**src/rtl/vfc_pkg.sv**
```systemverilog
// Shared types and constants of the vertical column filter.
package vfc_pkg;

    // Fixed field widths of the register file and the result
    localparam int TAP_REGS      = 5;
    localparam int TAP_BITS      = 16;
    localparam int TC_BITS       = 3;
    localparam int WIDTH_BITS    = 11;
    localparam int CFG_IDX_BITS  = 3;
    localparam int CFG_DATA_BITS = 16;
    localparam int OUT_BITS      = 34;
    localparam int OUT_TDATA_W   = ((OUT_BITS + 7) / 8) * 8;

    // Register indexes of the configuration port
    typedef enum logic [CFG_IDX_BITS-1:0] {
        CFG_TAP_ZERO  = 3'd0,
        CFG_TAP_ONE   = 3'd1,
        CFG_TAP_TWO   = 3'd2,
        CFG_TAP_THREE = 3'd3,
        CFG_TAP_FOUR  = 3'd4,
        CFG_TAP_COUNT = 3'd5,
        CFG_ROW_WIDTH = 3'd6,
        CFG_OUT_WIDTH = 3'd7
    } t_cfg_index;

    // Register reset values
    localparam logic [TAP_BITS-1:0]   TAP_ZERO_RESET  = 16'd16384;
    localparam logic [TC_BITS-1:0]    TAP_COUNT_RESET = 3'd1;
    localparam logic [WIDTH_BITS-1:0] ROW_WIDTH_RESET = 11'd1024;
    localparam logic [WIDTH_BITS-1:0] OUT_WIDTH_RESET = 11'd1024;

    // Configuration register file as seen by the datapath
    typedef struct packed {
        logic [TAP_REGS-1:0][TAP_BITS-1:0] taps;
        logic [TC_BITS-1:0]                tap_count;
        logic [WIDTH_BITS-1:0]             row_width;
        logic [WIDTH_BITS-1:0]             out_width;
    } t_cfg;

    // Side flags that travel with a result
    typedef struct packed {
        logic row_end;
        logic frame_done;
    } t_flags;

endpackage

```
**src/rtl/vfc_mac.sv**
```systemverilog
// Multiply and adder tree pipeline with the output register.
module vfc_mac #(
    parameter int MAX_TAPS   = 5,
    parameter int PIXEL_BITS = 16,
    localparam int NTAPS = (MAX_TAPS < vfc_pkg::TAP_REGS) ? MAX_TAPS : vfc_pkg::TAP_REGS
) (
    input  logic                               i_clk,
    input  logic                               i_rst_n,
    input  vfc_pkg::t_cfg                      i_cfg,
    input  logic                               i_valid,
    output logic                               o_ready,
    input  logic [NTAPS-1:0][PIXEL_BITS-1:0]   i_x,
    input  vfc_pkg::t_flags                    i_flags,
    output logic                               o_valid,
    input  logic                               i_ready,
    output logic [vfc_pkg::OUT_BITS-1:0]       o_value,
    output vfc_pkg::t_flags                    o_flags
);

    localparam int NPAIR  = (NTAPS + 1) / 2;
    localparam int NPROD  = 2 * NPAIR;
    localparam int PROD_W = vfc_pkg::TAP_BITS + PIXEL_BITS;
    localparam int PSUM_W = PROD_W + 1;
    localparam int SUM_W  = PROD_W + 3;
    localparam int EXT_W  = (SUM_W > vfc_pkg::OUT_BITS) ? SUM_W : vfc_pkg::OUT_BITS;

    // Stage B: operands
    logic                                r_b_valid;
    logic [NTAPS-1:0][PIXEL_BITS-1:0]    r_b_x;
    vfc_pkg::t_flags                     r_b_flags;
    // Stage C: products
    logic                                r_c_valid;
    logic signed [PROD_W-1:0]            r_c_prod [NPROD];
    vfc_pkg::t_flags                     r_c_flags;
    // Stage D: pair sums
    logic                                r_d_valid;
    logic signed [PSUM_W-1:0]            r_d_sum [NPAIR];
    vfc_pkg::t_flags                     r_d_flags;
    // Output register
    logic                                r_o_valid;
    logic [vfc_pkg::OUT_BITS-1:0]        r_o_value;
    vfc_pkg::t_flags                     r_o_flags;

    logic signed [PROD_W-1:0] n_prod [NPROD];
    logic signed [PSUM_W-1:0] n_sum [NPAIR];
    logic signed [EXT_W-1:0]  n_value;
    logic ready_b, ready_c, ready_d, ready_o;

    // Each stage advances when the next one is free or moving
    assign ready_o = !r_o_valid || i_ready;
    assign ready_d = !r_d_valid || ready_o;
    assign ready_c = !r_c_valid || ready_d;
    assign ready_b = !r_b_valid || ready_c;
    assign o_ready = ready_b;

    always_ff @(posedge i_clk) begin
        if (!i_rst_n) begin
            r_b_valid <= 1'b0;
            r_c_valid <= 1'b0;
            r_d_valid <= 1'b0;
            r_o_valid <= 1'b0;
        end else begin
            if (ready_b) r_b_valid <= i_valid;
            if (ready_c) r_c_valid <= r_b_valid;
            if (ready_d) r_d_valid <= r_c_valid;
            if (ready_o) r_o_valid <= r_d_valid;
        end
    end

    // One signed multiply per tap; the padding slot stays zero
    always_comb begin
        for (int r = 0; r < NPROD; r++) begin
            n_prod[r] = '0;
        end
        for (int r = 0; r < NTAPS; r++) begin
            n_prod[r] = PROD_W'($signed(i_cfg.taps[r])) * PROD_W'($signed(r_b_x[r]));
        end
    end

    // Add neighboring products
    always_comb begin
        for (int k = 0; k < NPAIR; k++) begin
            n_sum[k] = PSUM_W'(r_c_prod[2*k]) + PSUM_W'(r_c_prod[2*k+1]);
        end
    end

    // Final sum at full precision, kept to the result width
    always_comb begin
        n_value = '0;
        for (int k = 0; k < NPAIR; k++) begin
            n_value = n_value + EXT_W'(r_d_sum[k]);
        end
    end

    // Payload registers follow their stage enables
    always_ff @(posedge i_clk) begin
        if (ready_b && i_valid) begin
            r_b_x     <= i_x;
            r_b_flags <= i_flags;
        end
        if (ready_c && r_b_valid) begin
            r_c_prod  <= n_prod;
            r_c_flags <= r_b_flags;
        end
        if (ready_d && r_c_valid) begin
            r_d_sum   <= n_sum;
            r_d_flags <= r_c_flags;
        end
        if (ready_o && r_d_valid) begin
            r_o_value <= n_value[vfc_pkg::OUT_BITS-1:0];
            r_o_flags <= r_d_flags;
        end
    end

    assign o_valid = r_o_valid;
    assign o_value = r_o_value;
    assign o_flags = r_o_flags;

endmodule

```
**config.mk**
```make
export PLATFORM = sky130hd
export DESIGN_NAME = vfc_mac
export DESIGN_NICKNAME = d
export VERILOG_FILES = /design/src/rtl/vfc_pkg.sv /design/src/rtl/vfc_mac.sv
export SDC_FILE = /design/constraint.sdc
export NUM_CORES = 2
export LEC_CHECK = 0
export BUFFER_PORTS_ARGS = -buffer_cell sky130_fd_sc_hd__clkbuf_2
export CORE_ASPECT_RATIO = 1.25
export CORE_MARGIN = 3
export CORE_UTILIZATION = 55
export DETAILED_ROUTE_END_ITERATION = 8
export PLACE_DENSITY = 0.76
export SYNTH_ARGS = -nofsm -noshare
export SYNTH_HDL_FRONTEND = slang
export SYNTH_SLANG_ARGS = --single-unit
export TNS_END_PERCENT = 1
```
**constraint.sdc**
```tcl
create_clock -name i_clk -period 18.06 [get_ports i_clk]
set_input_delay 3.612 -clock i_clk [delete_from_list [all_inputs] [get_ports i_clk]]
set_output_delay 3.612 -clock i_clk [all_outputs]
set_load 0.02 [all_outputs]
```
After elaboration in Yosys (flattened, before gate mapping)
Index checks and enable logic that the tools add are counted.
{"block": "classes", "n_addsub": 4, "multipliers": 5, "n_div": 0, "n_lt_le_gt_ge": 0, "eq_ne": 0, "shifts": 0, "n_mux": 0, "bitwise": 0, "reduce_logical": 12}
{"cell": "multiplier 16 x 16 -> 32 bit", "count": 5}
{"cell": "adder 32 x 32 -> 33 bit", "count": 2}
{"cell": "adder 33 x 33 -> 34 bit", "count": 1}
{"cell": "adder 34 x 32 -> 34 bit", "count": 1}
{"cell": "logical AND 1 bit", "count": 4}
{"cell": "logical NOT 1 bit", "count": 4}
{"cell": "logical OR 1 bit", "count": 4}
{"block": "word_totals", "ff_bits": 384, "latch_bits": 0, "ramBits": 0, "mem_bits_ro": 0, "in_bits": 191, "output_inout_bits": 38, "memories": 0}

Longest topological paths before layout
{"block": "logic_depth", "ltp_word": 6, "mapped_depth": 23}

Worst setup path before layout
No wires, ideal clock.
{"block": "synth_timing", "kind": "input port to flip-flop", "from": "input i_ready", "to": "register r_c_flags[0] (netlist bit), enable pin", "setup_time_ns": 0.930, "arrival_ns": 15.587, "required_time_ns": 17.130, "slack_ns": 1.543, "path_stages": 3, "n_path_buf": 0, "cell_sequence": "nor2b_1 -> and2_0 -> a21boi_0"}
{"block": "synth_via", "elab_chain_len": 4}
{"element": "from (decl)", "line_no": "vfc_mac.sv:15", "text": "input logic i_ready,"}
{"element": "logical OR 1 bit", "line_no": "vfc_mac.sv:50", "text": "assign ready_o = !r_o_valid || i_ready;"}
{"element": "logical OR 1 bit", "line_no": "vfc_mac.sv:51", "text": "assign ready_d = !r_d_valid || ready_o;"}
{"element": "logical OR 1 bit", "line_no": "vfc_mac.sv:52", "text": "assign ready_c = !r_c_valid || ready_d;"}
{"element": "logical AND 1 bit", "line_no": "vfc_mac.sv:101", "text": "if (ready_c && r_b_valid) begin"}
{"element": "to (signal assigned)", "line_no": "vfc_mac.sv:103", "text": "r_c_flags <= r_b_flags;"}
{"element": "to (decl)", "line_no": "vfc_mac.sv:34", "text": "vfc_pkg::t_flags r_c_flags;"}
No other way between the ends.
A chain may end at the register's enable or synchronous reset.

==> flow_summary_export.csv <==
group,metric,value,unit
hold_path,holdCritStartpoint,"r_c_prod[51]",
flow_run,maxCapViolCount,0,
clocking,post_cts_resized,0,
floorplanning,core,0.117,mm²
sta,fin_crit,10210,ps
worst_setup_path,required,18440,ps
sta,worst_pin_slew,1080,ps
worst_setup_path,path_delay_family,"adder cells",
placed_design,dpl.hpwl,118000,µm
worst_setup_path,crit_arrival,10590,ps
worst_setup_path,slowest_delay,740,ps
worst_setup_path,crit_chain,"clkbuf_2 -> nand2_1 -> inv_1 -> fa_1 -> fa_1 -> fa_1 -> fa_1 -> fa_1 -> inv_1 -> fa_1 -> inv_1 -> ha_1 -> and4_1 -> nand2_1 -> or3_1 -> a2111oi_0 -> o21ai_1 -> a31oi_1 -> o41ai_2 -> mux2i_1 -> a2111oi_0",
worst_setup_path,worst_setup_path_end_kind,"flop",
synth,synth_area,0.0654,mm²
synth,ys_warn_count,0,
finish,drive_above_1_share,4.66,%
synth,synth.area.top_cells,"fa_1 41%, edfxtp_1 17%, ha_1 9.7%",
sta,min_period_over_period,56.5,%
status,status,"complete, no violations",
floorplanning,die_w,314,µm
synth,postSynthCellCount,6394,
grt,grt.total_usage,24.6,%
sta,finalSetupViolations,0,
sta,slew_headroom,28.1,%
hold_path,hold_path.class,"reg2reg",
worst_setup_path,crit_type,"in2reg",
sta,finClkSkew,22.7,ps
floorplanning,io_pins,229,
clocking,h-tree-depth,2,
synth,synth_top_area_share,41.2,%
worst_setup_path,critPathBufInv,4,
sta,tns,0,ps
clocking,clk_pin_slew,80,ps
route,drt-total-wl,144000,µm
finish,num-nets-final,8528,
route,drc_errors,0,
grt,grt_pass1_wl,242000,µm
floorplanning,start_util,55.8,%
synth,ys_seq_area_share,17.6,%
clocking,tritoncts,"yes",
route,drtIter0Drc,2526,
synth,synth_ff_type,"edfxtp_1",
route,vias_per_cell,5.42,
clocking,cts_root_buf,"clkbuf_16",
worst_setup_path,critical_path.most_common_cell,"fa_1",
placed_design,routabilityCongestion,0.906,
synth,synth_edf_count,380,
finish,n_fill_cell,9727,
grt,grt_overflow,0,
worst_setup_path,critPathLaunch,"i_cfg[88]",
worst_setup_path,slowest_stage,"fa_1",
sta,fmax,97.9,MHz
route,wl_per_cell,17.8,µm
clocking,cts_hold_buf,0,
route,ant_nets,0,
synth,ys_types,77,
floorplanning,design.die.area,0.123,mm²
clocking,cts_buffers,45,
synth,post-synth-top-area-cell,"fa_1",
synth,syn_avg_cell_area,10.2,µm²
synth,syn-num-nets,8437,
grt,first_global_vias,48700,
sta,drv_slew,0,
finish,area_growth,6.04,%
synth,ys_seq_elements,384,
sta,fin_ws,7850,ps
synth,async_flop_share,0,%
worst_setup_path,worstReg2RegStart,"r_b_x[49]",
clocking,clkSinkCount,384,
route,vias,43900,
sta,hold_viol,0,
clocking,clkLatencyLatePin,630,ps
grt,grt_max_degree,85,
worst_setup_path,critical_path.max_fanout,16,
route,drtPass1Iterations,6,
clocking,clock_path_buffers,3,
placed_design,io_buffers,203,
worst_setup_path,start_kind,"input port",
floorplanning,fp.dieH,392,µm
floorplanning,rows,140,
grt,grt_antenna_before_repair,7,
clocking,post_cts_buffers,0,
sta,rsz0062_at_grt,"false",
placed_design,dp_slack,7310,ps
## cell usage in the layout (no fill, tap or decap), drive strengths merged, types with 171 or more instances in the layout
cell type / count
inv: 1484
fa: 1346
nand2: 654
and2: 627
ha: 506
edfxtp: 380
clkbuf: 253
xnor2: 213
a21oi: 194
nor2: 171
## routing by layer
layer	up-vias	track usage [%]	share of wire, %
met3	346	2.60	5.2
li1	19700	-	-
met1	22600	30.1	38
met2	1260	44.3	53
met5	-	0	0
met4	0	10.0	4.3
## state kept, by name (all words and copies together) (netlist names)
register and cells:
o_flags 2, o_valid 1, o_value 34, r_b_flags 2, r_b_valid 1, r_b_x 80, r_c_flags 2, r_c_prod 160
r_c_valid 1, r_d_flags 2, r_d_sum 98, r_d_valid 1
## synthesized netlist by cell type, drive strengths merged, types with 15 or more instances
master and instances:
nand3 35, and3 23, xnor2 213, ha 506
a31oi 16, nor2b 28, fa 1346, nor3 29
o21a 35, a21o 97, edfxtp 380, and2 627
nand2b 40, nand2 654, a21oi 194, o21ai 89
nor2 171, a211oi 15, clkbuf 164, o21bai 29
inv 1476, o211ai 17, xor2 49
## per-stage QoR
| stage | hold slack, ps | area (µm²) | util (%) | std cells |
|---|---|---|---|---|
| 4_1_cts | 408 | 69300 | 59.2 | 8083 |
| 2_1_floorplan | 400 | 65400 | - | 6394 |
| 5_1_grt | 407 | 69300 | 59.2 | 8083 |
| 3_5_place_dp | 405 | 67800 | 57.9 | 8000 |
| 3_3_place_gp | 401 | 67800 | 57.9 | 8000 |
| 6_report | 410 | 69300 | 59.2 | 8089 |
## final cells by class
| cell class | instances | area [µm²] | share of cell area (%) |
|---|---|---|---|
| multi-input combinational | 4369 | 47800 | 68.9 |
| sequential | 384 | 11500 | 16.6 |
| inverter | 1476 | 5540 | 7.99 |
| tap | 1562 | 1950 | 2.82 |
| clock buffer | 50 | 1170 | 1.68 |
| timing repair buffer | 209 | 1060 | 1.53 |
| clock inverter | 33 | 332 | 0.478 |
| antenna | 6 | 15.0 | 0.0217 |
## final timing paths
check                       to  slack [ps]  cells after the start
setup / recovery  r_c_prod[95]        7850                     21
hold / removal     r_d_sum[19]         410                      0
setup reg to reg  r_c_prod[95]       10410                     20
hold reg to reg    r_d_sum[19]         410                      0
## cells by family (layout without fill, tap and decap cells)
| family | Yosys count | after routing | synth area share (%) |
|---|---|---|---|
| compound gates | 583 | 583 | 5.80 |
| xor+xnor | 262 | 262 | 3.51 |
| fa+ha+maj | 1852 | 1852 | 50.9 |
| buf+inv | 1641 | 1768 | 9.42 |
| flops | 384 | 384 | 17.6 |
| mux | 1 | 1 | 0.0153 |
| other cells | 0 | 6 | 0 |
| simple gates | 1671 | 1671 | 12.8 |
Power is left out: the tool's default activity adds up to more than one toggle a clock period on the data nets, which glitch-free logic cannot reach.
